==> src/design/integer_property_unit_top_defines.svh <==
// ----------------------------------------------------------------------------
// Integer property unit: assertion macros
// Shared assertion forms for the integer property unit.
// ----------------------------------------------------------------------------
`ifndef INTEGER_PROPERTY_UNIT_TOP_DEFINES_SVH
`define INTEGER_PROPERTY_UNIT_TOP_DEFINES_SVH

// The consequent must hold in the same cycle as the antecedent.
`define IPU_ASSERT_SAME(label, clk, rst_n, ante, cons) \
  label: assert property (@(posedge clk) disable iff (!(rst_n)) (ante) |-> (cons)) \
    else $error("ipu assertion failed");

// The consequent must hold in the cycle after the antecedent.
`define IPU_ASSERT_NEXT(label, clk, rst_n, ante, cons) \
  label: assert property (@(posedge clk) disable iff (!(rst_n)) (ante) |=> (cons)) \
    else $error("ipu assertion failed");

`endif

==> src/design/ipu_pkg.sv <==
// ----------------------------------------------------------------------------
// Integer property unit package
// Operation codes, widths and the command and status bundles shared by
// the controller and the datapath.
// ----------------------------------------------------------------------------
package ipu_pkg;

  localparam int DataWidthDefault = 32;
  localparam int FuncWidth        = 3;
  localparam int FlagWidth        = 2;
  localparam int ValueWidth       = 35;

  // Operation codes.
  localparam logic [FuncWidth-1:0] FUNC_PARITY  = 3'd0;
  localparam logic [FuncWidth-1:0] FUNC_PRIME   = 3'd1;
  localparam logic [FuncWidth-1:0] FUNC_PALIN   = 3'd2;
  localparam logic [FuncWidth-1:0] FUNC_SIGN    = 3'd3;
  localparam logic [FuncWidth-1:0] FUNC_REVERSE = 3'd4;
  localparam logic [FuncWidth-1:0] FUNC_ADD     = 3'd5;

  // Sign class codes.
  localparam logic [FlagWidth-1:0] SIGN_ZERO = 2'd0;
  localparam logic [FlagWidth-1:0] SIGN_POS  = 2'd1;
  localparam logic [FlagWidth-1:0] SIGN_NEG  = 2'd2;

  // Commands from the controller to the datapath.
  typedef struct packed {
    logic load;      // capture a new operation
    logic d_init;    // trial divisor starts at three
    logic d_step;    // next odd trial divisor
    logic div_start; // launch the trial divider
    logic div_rev;   // capture one tenth of the remaining magnitude
    logic rev_step;  // fold one digit into the reversal
    logic finish;    // form the result
    logic prime_ok;  // primality verdict for the finishing cycle
  } ipu_cmd_t;

  // Status from the datapath to the controller.
  typedef struct packed {
    logic [FuncWidth-1:0] func;
    logic a_le1;     // operand is at most one
    logic a_lt4;     // non-negative operand is below four
    logic a_even;
    logic sq_gt_a;   // square of trial divisor exceeds operand
    logic div_done;
    logic rem_zero;
    logic mag_zero;  // no digits left
  } ipu_stat_t;

endpackage

==> src/design/ipu_div.sv <==
// ----------------------------------------------------------------------------
// Integer property unit: divider
// Restoring unsigned divider for trial division, one bit per cycle; only
// the remainder leaves the module.
// ----------------------------------------------------------------------------
module ipu_div #(
  parameter int DATA_WIDTH = ipu_pkg::DataWidthDefault
) (
  input  logic                  clk_i,
  input  logic                  rst_ni,
  input  logic                  start_i,
  input  logic [DATA_WIDTH-1:0] dividend_i,
  input  logic [DATA_WIDTH-1:0] divisor_i,
  output logic [DATA_WIDTH-1:0] remainder_o,
  output logic                  done_o
);

  localparam int CntWidth = $clog2(DATA_WIDTH);
  localparam logic [CntWidth-1:0] CntLast = CntWidth'(DATA_WIDTH - 1);

  logic                  busy_q, busy_d;
  logic                  done_q, done_d;
  logic [CntWidth-1:0]   cnt_q, cnt_d;
  logic [DATA_WIDTH-1:0] rem_q, rem_d;
  logic [DATA_WIDTH-1:0] quo_q, quo_d;
  logic [DATA_WIDTH-1:0] dsr_q, dsr_d;
  logic [DATA_WIDTH:0]   rem_sh;
  logic [DATA_WIDTH:0]   diff;

  // One restoring step: shift in the next dividend bit and try to subtract.
  always_comb begin
    rem_sh = {rem_q, quo_q[DATA_WIDTH-1]};
    diff   = rem_sh - {1'b0, dsr_q};
    busy_d = busy_q;
    done_d = 1'b0;
    cnt_d  = cnt_q;
    rem_d  = rem_q;
    quo_d  = quo_q;
    dsr_d  = dsr_q;
    if (start_i) begin
      busy_d = 1'b1;
      cnt_d  = '0;
      rem_d  = '0;
      quo_d  = dividend_i;
      dsr_d  = divisor_i;
    end else if (busy_q) begin
      rem_d = diff[DATA_WIDTH] ? rem_sh[DATA_WIDTH-1:0] : diff[DATA_WIDTH-1:0];
      quo_d = {quo_q[DATA_WIDTH-2:0], ~diff[DATA_WIDTH]};
      cnt_d = cnt_q + CntWidth'(1);
      if (cnt_q == CntLast) begin
        busy_d = 1'b0;
        done_d = 1'b1;
      end
    end
  end

  // Control flops.
  always_ff @(posedge clk_i or negedge rst_ni) begin
    if (!rst_ni) begin
      busy_q <= 1'b0;
      done_q <= 1'b0;
    end else begin
      busy_q <= busy_d;
      done_q <= done_d;
    end
  end

  // Working registers.
  always_ff @(posedge clk_i) begin
    cnt_q <= cnt_d;
    rem_q <= rem_d;
    quo_q <= quo_d;
    dsr_q <= dsr_d;
  end

  assign remainder_o = rem_q;
  assign done_o      = done_q;

endmodule

==> src/design/ipu_dp.sv <==
// ----------------------------------------------------------------------------
// Integer property unit: datapath
// Operand registers, trial divisor and its square, digit reversal and the
// result registers, around the trial divider. Decimal digits are split off
// by a reciprocal multiply.
// ----------------------------------------------------------------------------
module ipu_dp #(
  parameter int DATA_WIDTH = ipu_pkg::DataWidthDefault
) (
  input  logic                                  clk_i,
  input  logic                                  rst_ni,
  input  ipu_pkg::ipu_cmd_t                     cmd_i,
  output ipu_pkg::ipu_stat_t                    stat_o,
  input  logic [ipu_pkg::FuncWidth-1:0]         func_i,
  input  logic signed [DATA_WIDTH-1:0]          operand_a_i,
  input  logic signed [DATA_WIDTH-1:0]          operand_b_i,
  output logic [ipu_pkg::FlagWidth-1:0]         flag_o,
  output logic signed [ipu_pkg::ValueWidth-1:0] value_o
);

  localparam int VW = ipu_pkg::ValueWidth;
  localparam int SW = DATA_WIDTH + 2;
  // ceil(2^35 / 10): the top bits of n * RecipTen give n / 10 for any 32-bit n.
  localparam logic [31:0] RecipTen = 32'hCCCC_CCCD;

  logic [ipu_pkg::FuncWidth-1:0] func_q;
  logic signed [DATA_WIDTH-1:0]  a_q, b_q;
  logic [DATA_WIDTH-1:0]         mag_q, mag0_q;
  logic [DATA_WIDTH-1:0]         q10_q;
  logic [DATA_WIDTH-1:0]         d_q;
  logic [SW-1:0]                 sq_q;
  logic [VW-1:0]                 rev_q;
  logic [ipu_pkg::FlagWidth-1:0] flag_q, flag_d;
  logic signed [VW-1:0]          value_q, value_d;

  logic [DATA_WIDTH-1:0] a_abs;
  logic [DATA_WIDTH-1:0] rem;
  logic [31:0]           mag32;
  logic [63:0]           ten_prod;
  logic [DATA_WIDTH-1:0] digit;
  logic                  div_done;
  logic                  neg;
  logic                  palin;

  assign a_abs = operand_a_i[DATA_WIDTH-1] ? DATA_WIDTH'(-operand_a_i) : operand_a_i;
  assign neg   = a_q[DATA_WIDTH-1];
  assign palin = (rev_q == VW'(mag0_q));

  // Quotient by ten of the remaining magnitude, and the digit it leaves.
  assign mag32    = 32'(mag_q);
  assign ten_prod = 64'(mag32) * 64'(RecipTen);
  assign digit    = mag_q - (q10_q << 3) - (q10_q << 1);

  ipu_div #(
    .DATA_WIDTH(DATA_WIDTH)
  ) u_div (
    .clk_i      (clk_i),
    .rst_ni     (rst_ni),
    .start_i    (cmd_i.div_start),
    .dividend_i (a_q),
    .divisor_i  (d_q),
    .remainder_o(rem),
    .done_o     (div_done)
  );

  // Operand, loop and reversal registers.
  always_ff @(posedge clk_i) begin
    if (cmd_i.load) begin
      func_q <= func_i;
      a_q    <= operand_a_i;
      b_q    <= operand_b_i;
      mag_q  <= a_abs;
      mag0_q <= a_abs;
      rev_q  <= '0;
    end
    if (cmd_i.d_init) begin
      d_q  <= DATA_WIDTH'(3);
      sq_q <= SW'(9);
    end else if (cmd_i.d_step) begin
      // (d + 2)^2 = d^2 + 4d + 4
      d_q  <= d_q + DATA_WIDTH'(2);
      sq_q <= sq_q + {d_q, 2'b00} + SW'(4);
    end
    if (cmd_i.div_rev) begin
      q10_q <= DATA_WIDTH'(ten_prod >> 35);
    end
    if (cmd_i.rev_step) begin
      rev_q <= (rev_q << 3) + (rev_q << 1) + VW'(digit);
      mag_q <= q10_q;
    end
    if (cmd_i.finish) begin
      flag_q  <= flag_d;
      value_q <= value_d;
    end
  end

  // Result formation.
  always_comb begin
    flag_d  = '0;
    value_d = '0;
    case (func_q)
      ipu_pkg::FUNC_PARITY:  flag_d = {1'b0, a_q[0]};
      ipu_pkg::FUNC_PRIME:   flag_d = {1'b0, cmd_i.prime_ok};
      ipu_pkg::FUNC_PALIN:   flag_d = {1'b0, palin};
      ipu_pkg::FUNC_SIGN: begin
        if (neg) begin
          flag_d = ipu_pkg::SIGN_NEG;
        end else if (a_q == '0) begin
          flag_d = ipu_pkg::SIGN_ZERO;
        end else begin
          flag_d = ipu_pkg::SIGN_POS;
        end
      end
      ipu_pkg::FUNC_REVERSE: value_d = neg ? -$signed(rev_q) : $signed(rev_q);
      ipu_pkg::FUNC_ADD:     value_d = VW'(a_q) + VW'(b_q);
      default: begin
        flag_d  = '0;
        value_d = '0;
      end
    endcase
  end

  // Status toward the controller.
  always_comb begin
    stat_o.func     = func_q;
    stat_o.a_le1    = a_q[DATA_WIDTH-1] || (a_q[DATA_WIDTH-1:1] == '0);
    stat_o.a_lt4    = (a_q[DATA_WIDTH-1:2] == '0);
    stat_o.a_even   = ~a_q[0];
    stat_o.sq_gt_a  = sq_q > SW'(a_q[DATA_WIDTH-1:0]);
    stat_o.div_done = div_done;
    stat_o.rem_zero = (rem == '0);
    stat_o.mag_zero = (mag_q == '0);
  end

  assign flag_o  = flag_q;
  assign value_o = value_q;

endmodule

==> src/design/ipu_ctrl.sv <==
// ----------------------------------------------------------------------------
// Integer property unit: controller
// Sequences dispatch, trial division and digit reversal, and raises the
// result strobe.
// ----------------------------------------------------------------------------
module ipu_ctrl (
  input  logic               clk_i,
  input  logic               rst_ni,
  input  logic               start,
  output logic               busy,
  output logic               valid_o,
  input  ipu_pkg::ipu_stat_t stat_i,
  output ipu_pkg::ipu_cmd_t  cmd_o
);

  typedef enum logic [2:0] {
    ST_IDLE,
    ST_DISPATCH,
    ST_PR_TEST,
    ST_PR_WAIT,
    ST_RV_TEST,
    ST_RV_WAIT
  } state_e;

  state_e state_q, state_d;
  logic   valid_q, valid_d;

  // Next state and commands.
  always_comb begin
    state_d = state_q;
    cmd_o   = '0;
    cmd_o.load = (state_q == ST_IDLE) && start;
    case (state_q)
      ST_IDLE: begin
        if (start) begin
          state_d = ST_DISPATCH;
        end
      end
      ST_DISPATCH: begin
        case (stat_i.func)
          ipu_pkg::FUNC_PRIME: begin
            if (stat_i.a_le1) begin
              cmd_o.finish = 1'b1;
            end else if (stat_i.a_lt4) begin
              cmd_o.finish   = 1'b1;
              cmd_o.prime_ok = 1'b1;
            end else if (stat_i.a_even) begin
              cmd_o.finish = 1'b1;
            end else begin
              cmd_o.d_init = 1'b1;
              state_d      = ST_PR_TEST;
            end
          end
          ipu_pkg::FUNC_PALIN,
          ipu_pkg::FUNC_REVERSE: state_d = ST_RV_TEST;
          default: cmd_o.finish = 1'b1;
        endcase
      end
      ST_PR_TEST: begin
        if (stat_i.sq_gt_a) begin
          cmd_o.finish   = 1'b1;
          cmd_o.prime_ok = 1'b1;
        end else begin
          cmd_o.div_start = 1'b1;
          state_d         = ST_PR_WAIT;
        end
      end
      ST_PR_WAIT: begin
        if (stat_i.div_done) begin
          if (stat_i.rem_zero) begin
            cmd_o.finish = 1'b1;
          end else begin
            cmd_o.d_step = 1'b1;
            state_d      = ST_PR_TEST;
          end
        end
      end
      ST_RV_TEST: begin
        if (stat_i.mag_zero) begin
          cmd_o.finish = 1'b1;
        end else begin
          cmd_o.div_rev = 1'b1;
          state_d       = ST_RV_WAIT;
        end
      end
      ST_RV_WAIT: begin
        cmd_o.rev_step = 1'b1;
        state_d        = ST_RV_TEST;
      end
      default: state_d = ST_IDLE;
    endcase
    if (cmd_o.finish) begin
      state_d = ST_IDLE;
    end
    valid_d = cmd_o.finish;
  end

  // State and result strobe.
  always_ff @(posedge clk_i or negedge rst_ni) begin
    if (!rst_ni) begin
      state_q <= ST_IDLE;
      valid_q <= 1'b0;
    end else begin
      state_q <= state_d;
      valid_q <= valid_d;
    end
  end

  assign busy    = (state_q != ST_IDLE);
  assign valid_o = valid_q;

endmodule

==> src/design/integer_property_unit_top.sv <==
// ----------------------------------------------------------------------------
// Integer property unit: top level
// Parity, primality, palindrome, sign class, digit reversal and addition
// on signed operands, one operation at a time.
// ----------------------------------------------------------------------------
// An operation is taken when start is high while busy is low. Its result
// appears on flag_o and value_o for exactly one cycle with valid_o high;
// the result cannot be held off, so a receiver must take it in that cycle.
// Parity, sign, add, unused codes and primality of operands below four or
// even finish in the dispatch state, and valid_o is registered from the finish.
// Reversal and palindrome split off one decimal digit per pass through
// the test and wait states, by a reciprocal multiply. Primality runs a
// one-bit-per-cycle divider once per odd trial divisor up to the square
// root of the operand. A new start is taken in the cycle valid_o shows.
// ----------------------------------------------------------------------------
`include "integer_property_unit_top_defines.svh"

module integer_property_unit_top #(
  parameter int DATA_WIDTH = ipu_pkg::DataWidthDefault
) (
  input  logic                                  clk_i,
  input  logic                                  rst_ni,
  input  logic                                  start,
  output logic                                  busy,
  input  logic [ipu_pkg::FuncWidth-1:0]         func_i,
  input  logic signed [DATA_WIDTH-1:0]          operand_a_i,
  input  logic signed [DATA_WIDTH-1:0]          operand_b_i,
  output logic                                  valid_o,
  output logic [ipu_pkg::FlagWidth-1:0]         flag_o,
  output logic signed [ipu_pkg::ValueWidth-1:0] value_o
);

  ipu_pkg::ipu_cmd_t  cmd;
  ipu_pkg::ipu_stat_t stat;

  // Sequencer.
  ipu_ctrl u_ctrl (
    .clk_i  (clk_i),
    .rst_ni (rst_ni),
    .start  (start),
    .busy   (busy),
    .valid_o(valid_o),
    .stat_i (stat),
    .cmd_o  (cmd)
  );

  // Arithmetic and result registers.
  ipu_dp #(
    .DATA_WIDTH(DATA_WIDTH)
  ) u_dp (
    .clk_i      (clk_i),
    .rst_ni     (rst_ni),
    .cmd_i      (cmd),
    .stat_o     (stat),
    .func_i     (func_i),
    .operand_a_i(operand_a_i),
    .operand_b_i(operand_b_i),
    .flag_o     (flag_o),
    .value_o    (value_o)
  );

  // A result beat leaves the unit free for the next operation.
  `IPU_ASSERT_SAME(a_valid_idle, clk_i, rst_ni, valid_o, !busy)
  // The result strobe is a single-cycle pulse.
  `IPU_ASSERT_NEXT(a_valid_pulse, clk_i, rst_ni, valid_o, !valid_o)
  // An accepted operation keeps the unit busy in the next cycle.
  `IPU_ASSERT_NEXT(a_accept_busy, clk_i, rst_ni, start && !busy, busy)
  // The divider only finishes while an operation is in progress.
  `IPU_ASSERT_SAME(a_div_in_op, clk_i, rst_ni, stat.div_done, busy)

endmodule

==> config.mk <==
export PLATFORM = sky130hd
export DESIGN_NAME = integer_property_unit_top
export DESIGN_NICKNAME = d
export VERILOG_FILES = /design/src/design/ipu_pkg.sv /design/src/design/ipu_div.sv /design/src/design/ipu_dp.sv /design/src/design/ipu_ctrl.sv /design/src/design/integer_property_unit_top.sv
export VERILOG_INCLUDE_DIRS = /design/src /design/src/design
export SDC_FILE = /design/constraint.sdc
export NUM_CORES = 2
export LEC_CHECK = 0
export BUFFER_PORTS_ARGS = -buffer_cell sky130_fd_sc_hd__buf_2
export CORE_ASPECT_RATIO = 0.9
export CORE_UTILIZATION = 45
export DETAILED_ROUTE_END_ITERATION = 16
export HOLD_SLACK_MARGIN = 0.02
export PLACE_DENSITY_LB_ADDON = 0.25
export SYNTH_ARGS = -nofsm -noshare
export SYNTH_HDL_FRONTEND = slang
export SYNTH_SLANG_ARGS = --single-unit
==> constraint.sdc <==
create_clock -name clk_i -period 8.96 [get_ports clk_i]
set_input_delay 0.896 -clock clk_i [delete_from_list [all_inputs] [get_ports clk_i]]
set_output_delay 0.896 -clock clk_i [all_outputs]
set_load 0.02 [all_outputs]
## After elaboration in Yosys (flattened, before gate mapping)

Cells that the tools add are included.

- Register bits after elaboration: 405
- Bits of input ports: 70
- Output and inout bits: 39
- Word-level logic and storage cells: 125

- $add $sub $neg: 12
- $mul: 1
- $lt $le $gt $ge: 1
- Equality and inequality tests: 21
- Mux-type cells: 55
- Bitwise gates (word level): 1
- Reduce and logical (&&, ||, !) cells: 14

Operators by type and width:

| operator | count |
|---|---|
| $mux 32 | 5 |
| $mux 35 | 3 |
| $logic_not 32->1 | 3 |
| $pmux 35 s2 | 1 |
| $mul 32x32->64 const B | 1 |
| $add 35x32->35 | 1 |
| $add 35x35->35 | 1 |
| $eq 35x32->1 | 1 |
| $neg 35->35 | 1 |
| $add 34x3->34 const B | 1 |
| $add 34x34->34 | 1 |
| $gt 34x32->1 | 1 |
| $add 32x32->33 | 1 |
| $sub 33x32->33 | 1 |
| $add 32x2->32 const B | 1 |
| $neg 32->32 | 1 |
| $sub 32x30->32 | 1 |
| $sub 32x32->32 | 1 |
| $logic_not 31->1 | 1 |
| $logic_not 30->1 | 1 |
| $mux 29 | 1 |
| $mux 1 | 28 |
| $mux 3 | 9 |
| $pmux 3 s6 | 1 |
| 22 further kinds | 38 |

## Logic depth before layout (Yosys ltp)

- Word-level depth: 7
- Gate-level depth with buffers: 27
- Depth with buffers taken out: 27

## By module

A second synthesis with hierarchy kept.

- Cells, all modules: 4,442
- Area total of the unflattened synthesis: 44,229.9 µm²

By module, submodules not included:

| module | instances | cells each | area an instance (µm²) | seq. area each (µm²) |
|---|---|---|---|---|
| ipu_dp | 1 | 3,821 | 37,922.6 | 8,177.8 |
| ipu_div | 1 | 579 | 5,950.7 | 2,712.6 |
| ipu_ctrl | 1 | 42 | 356.6 | 100.1 |

## Least setup slack after synthesis

OpenSTA, ideal clock, no wires.

- Path kind: flip-flop to flip-flop
- Start: reg u_dp.mag_q[20] (netlist: u_dp.mag32[20])
- End: reg u_dp.q10_q[28], data pin
- Setup time: 265 ps
- Arrival time: 7,207 ps
- Required time: 8,695 ps
- Setup slack: 1,488 ps
- Cell stages (with the launch flop): 27
- Buffers on the path: 0
- Clock period less this slack: 7,472 ps
- Path through: edfxtp_1 -> inv_1 -> ha_1 -> inv_1 -> fa_1 -> inv_1 -> fa_1 -> inv_1 -> fa_1 -> inv_1 -> fa_1 -> fa_1 -> fa_1 -> inv_1 -> fa_1 -> inv_1 -> ha_1 -> o21ai_0 -> a221oi_1 -> a21oi_1 -> a311o_1 -> o31a_1 -> a21oi_1 -> o211ai_1 -> a211oi_2 -> a311oi_1 -> xnor2_1

- Longest elaborated chain between the ends: 1

RTL lines:

| item | RTL line | RTL |
|---|---|---|
| start: declaration | ipu_dp.sv:28 | `logic [DATA_WIDTH-1:0] mag_q, mag0_q;` |
| start signal: assignment | ipu_dp.sv:72 | `mag_q <= a_abs;` |
| start signal: assignment | ipu_dp.sv:89 | `mag_q <= q10_q;` |
| $mul 32x32->64 | ipu_dp.sv:51 | `assign ten_prod = 64'(mag32) * 64'(RecipTen);` |
| via u_dp.ten_prod[63] | ipu_dp.sv:39 | `logic [63:0] ten_prod;` |
| end signal: assignment | ipu_dp.sv:85 | `q10_q <= DATA_WIDTH'(ten_prod >> 35);` |
| end: declaration | ipu_dp.sv:29 | `logic [DATA_WIDTH-1:0] q10_q;` |

The timed path passes the listed nets, and every way through them passes these cells.
A chain may end at the register's enable or synchronous reset.

## Final worst setup path

- Start: reg u_dp.mag_q[17] (netlist: u_dp.mag32[17])
- End: reg u_dp.q10_q[16], data pin

The elaborated chain is that of the path after synthesis.

==> run metrics <==
failing checks DRC; final worst-path cycle share 0.942; Avg Inst Size Synth 9.75 um2; row count 107; placed cell area 45600 um2; drt drc 3; first-pass iteration count of the detailed router 13; clock-pin slew on the worst setup and hold paths 0.07 ns; post-synth net total 5553; TritonCTS clock tree built; first-pass GRT wire length ~190 mm; root buf cell clkbuf_16; total wire length 120 mm; Startpoint Class register; most common cell after layout, fill and taps aside inv_1; Cell Area, Synth ~43000 um2; crit end category register; max-slew violation count 0; clk buf depth 3; critical path's top delay family adder cells; Crit Path Max Fanout 7; Total Nets Final 5673; worst setup margin 0.522 ns; setup slack, reg-to-reg 0.52 ns; global-route usage over all layers 0.252; Async SR Flop Fraction 0.0150; clock latency on the worst-skew pair 0.57 ns; launching point of the worst reg2reg path u_dp.mag32[17]; CP max-delay cell edfxtp_1; Worst Path Buf+Inv 8; worst slew pin tran 0.999 ns; Final Hold Fails 0; DP HPWL between 100 and 150 mm; Crit Path Category register to register; I/O pin cnt between 100 and 150; DIE WIDTH 329 um; crit path time final 8.44 ns; CTS sink count between 300 and 400; slowest stage delay, CP 0.62 ns; Post-synth EDFFs 294; Die ar. 97700 um2; fraction of layout cells with a size suffix above 1 0.0618; outcome complete, but fails checks; most frequent cells in the layout inv_1, ha_1, fa_1; via count of the first global-routing pass 31967; Core Box Area 95100 um2; CP arrival 8.75 ns; worst hold slack ~0.2 ns; Hold Buf Count CTS 0; area grow syn2layout 8.44%; Starting DRT DRC Count 2424; post-route cell area ~47000 um2; Final Skew 0.0274 ns; Synth cell types 83; Synth Register Bits approximately 400; Critical Path RT 9.27 ns; Mapped Cells 4450; WL/cell 20.5 um; RSZ-0062 raised after global routing no; largest net degree at the start of global routing 68; remaining antenna violation count 0; R2R Path End u_dp.q10_q[16]; Die Ht 297 um; Starting Density 0.457; H-tree depth 2; # setup viols final 0; Syn. warnings 0; max frequency 119 MHz; GPL Wtd Cong 0.978; Slew HR 0.332; pre-CTS setup slack 0.348 ns; initial antenna violation count 4; Inserted Clock Buffers 40; via/cell ratio around 5.4; DR vias 31684; worst reg2reg path depth 27; HP Class primary input to asynchronous set/reset pin; PortBufs 108; Seq/Total Area, Yosys 0.253; Top FF cell, synth edfxtp_1; Max Cap Viol 0; setup TNS 0 ns; total gr overflow 0
worst max path at each step:
| stage | start | to | slack (ns) | cells past startpoint |
|---|---|---|---|---|
| 3_5_place_dp | u_dp.mag32[2] | u_dp.q10_q[28] | 0.35 | 24 |
| 6_report | u_dp.mag32[17] | u_dp.q10_q[16] | 0.52 | 27 |
| 2_1_floorplan | u_dp.mag32[20] | u_dp.q10_q[28] | 1.49 | 26 |
| 4_1_cts | u_dp.mag32[2] | u_dp.q10_q[28] | 0.30 | 24 |
| 5_1_grt | u_dp.mag32[9] | u_dp.q10_q[28] | 0.03 | 24 |
| 3_3_place_gp | u_dp.mag32[2] | u_dp.q10_q[28] | 0.50 | 24 |
area by class of cell:
class	instances	area, um2
Inverter	885	3320
Clock inverter	23	340
Sequential cell	399	11000
Fill cell	8958	48000
Multi-Input combinational cell	3077	28800
Timing Repair Buffer	167	983
Clock buffer	47	1050
Tap cell	1253	1570
Antenna cell	2	5.00
sequential cells by signal, indices dropped and copies added (netlist names), 5 cells and up:
name,flops
u_dp.a_q,31
u_dp.u_div.remainder_o,32
u_dp.d_q,31
u_dp.mag0_q,32
u_dp.value_o,35
u_dp.rev_q,35
u_dp.sq_q,31
u_dp.u_div.cnt_q,5
u_dp.q10_q,29
u_dp.mag32,32
u_dp.u_div.dsr_q,31
u_dp.b_q,32
u_dp.u_div.quo_q,32
per-stage QoR:
step | util | cells
floorplan | - | 4450
global placement | 0.480 | 5775
detailed placement | 0.480 | 5775
CTS | 0.494 | 5845
global route | 0.495 | 5853
finish | 0.495 | 5853
synthesized netlist by cell type (all sizes together) (32+ instances only):
cell / instances / area share
nand3: 93 / 0.011
dfxtp: 99 / 0.046
nor4: 39 / 0.0060
nor3: 49 / 0.0060
nand2: 206 / 0.018
nor2: 235 / 0.020
and3: 32 / 0.0046
ha: 586 / 0.17
nand4: 40 / 0.0058
a211oi: 55 / 0.0097
o21ai: 223 / 0.026
inv: 884 / 0.076
a21o: 85 / 0.015
xnor2: 177 / 0.036
fa: 447 / 0.21
edfxtp: 294 / 0.20
clkbuf: 75 / 0.0070
xor2: 134 / 0.027
a21oi: 261 / 0.030
a31oi: 38 / 0.0055
logic make-up (layout without fill, tap and decap cells):
group	after synthesis	after routing	share of synthesized area
fa+ha+maj	1033	1033	0.375
buf+inv	974	1122	0.0854
compound gates	871	871	0.125
simple gates	854	854	0.0970
flops	399	399	0.253
xor+xnor	311	311	0.0628
mux	8	8	0.00190
other cells	0	2	0
per-layer routing:
layer | vias up | routed length [um] | GRT usage
met5 | - | 28 | 0
met4 | 4 | 2690 | 0.0528
met3 | 122 | 7060 | 0.0387
met2 | 772 | 54300 | 0.402
met1 | 15530 | 55800 | 0.360
li1 | 15256 | - | -
worst reg2reg max path: stages (launching register included):
cell and delay, ns:
edfxtp_1 0.62, inv_1 0.09, ha_1 0.36, inv_1 0.18, fa_1 0.54, inv_1 0.06, fa_1 0.55, inv_1 0.06
fa_1 0.51, inv_1 0.05, fa_1 0.47, fa_1 0.52, fa_1 0.54, inv_1 0.05, fa_1 0.52, inv_1 0.04
ha_1 0.38, and3_1 0.24, nand3_1 0.10, a211oi_1 0.05, a21boi_0 0.16, o21ai_0 0.58, a21oi_1 0.16, buf_4 0.21
o311ai_0 0.43, a21boi_0 0.23, o21a_1 0.23, o31a_1 0.23
what timing repair did:
item / 4_1_cts / 5_1_grt
setup endpoints to repair: 0 / 11
resized for setup: 0 / 4
endpoints found under the hold margin: 0 / 0
buffers inserted: 0 / 6
Power is not shown: default switching activity piles up to over one toggle a cycle in this logic, so the estimate is an artifact.
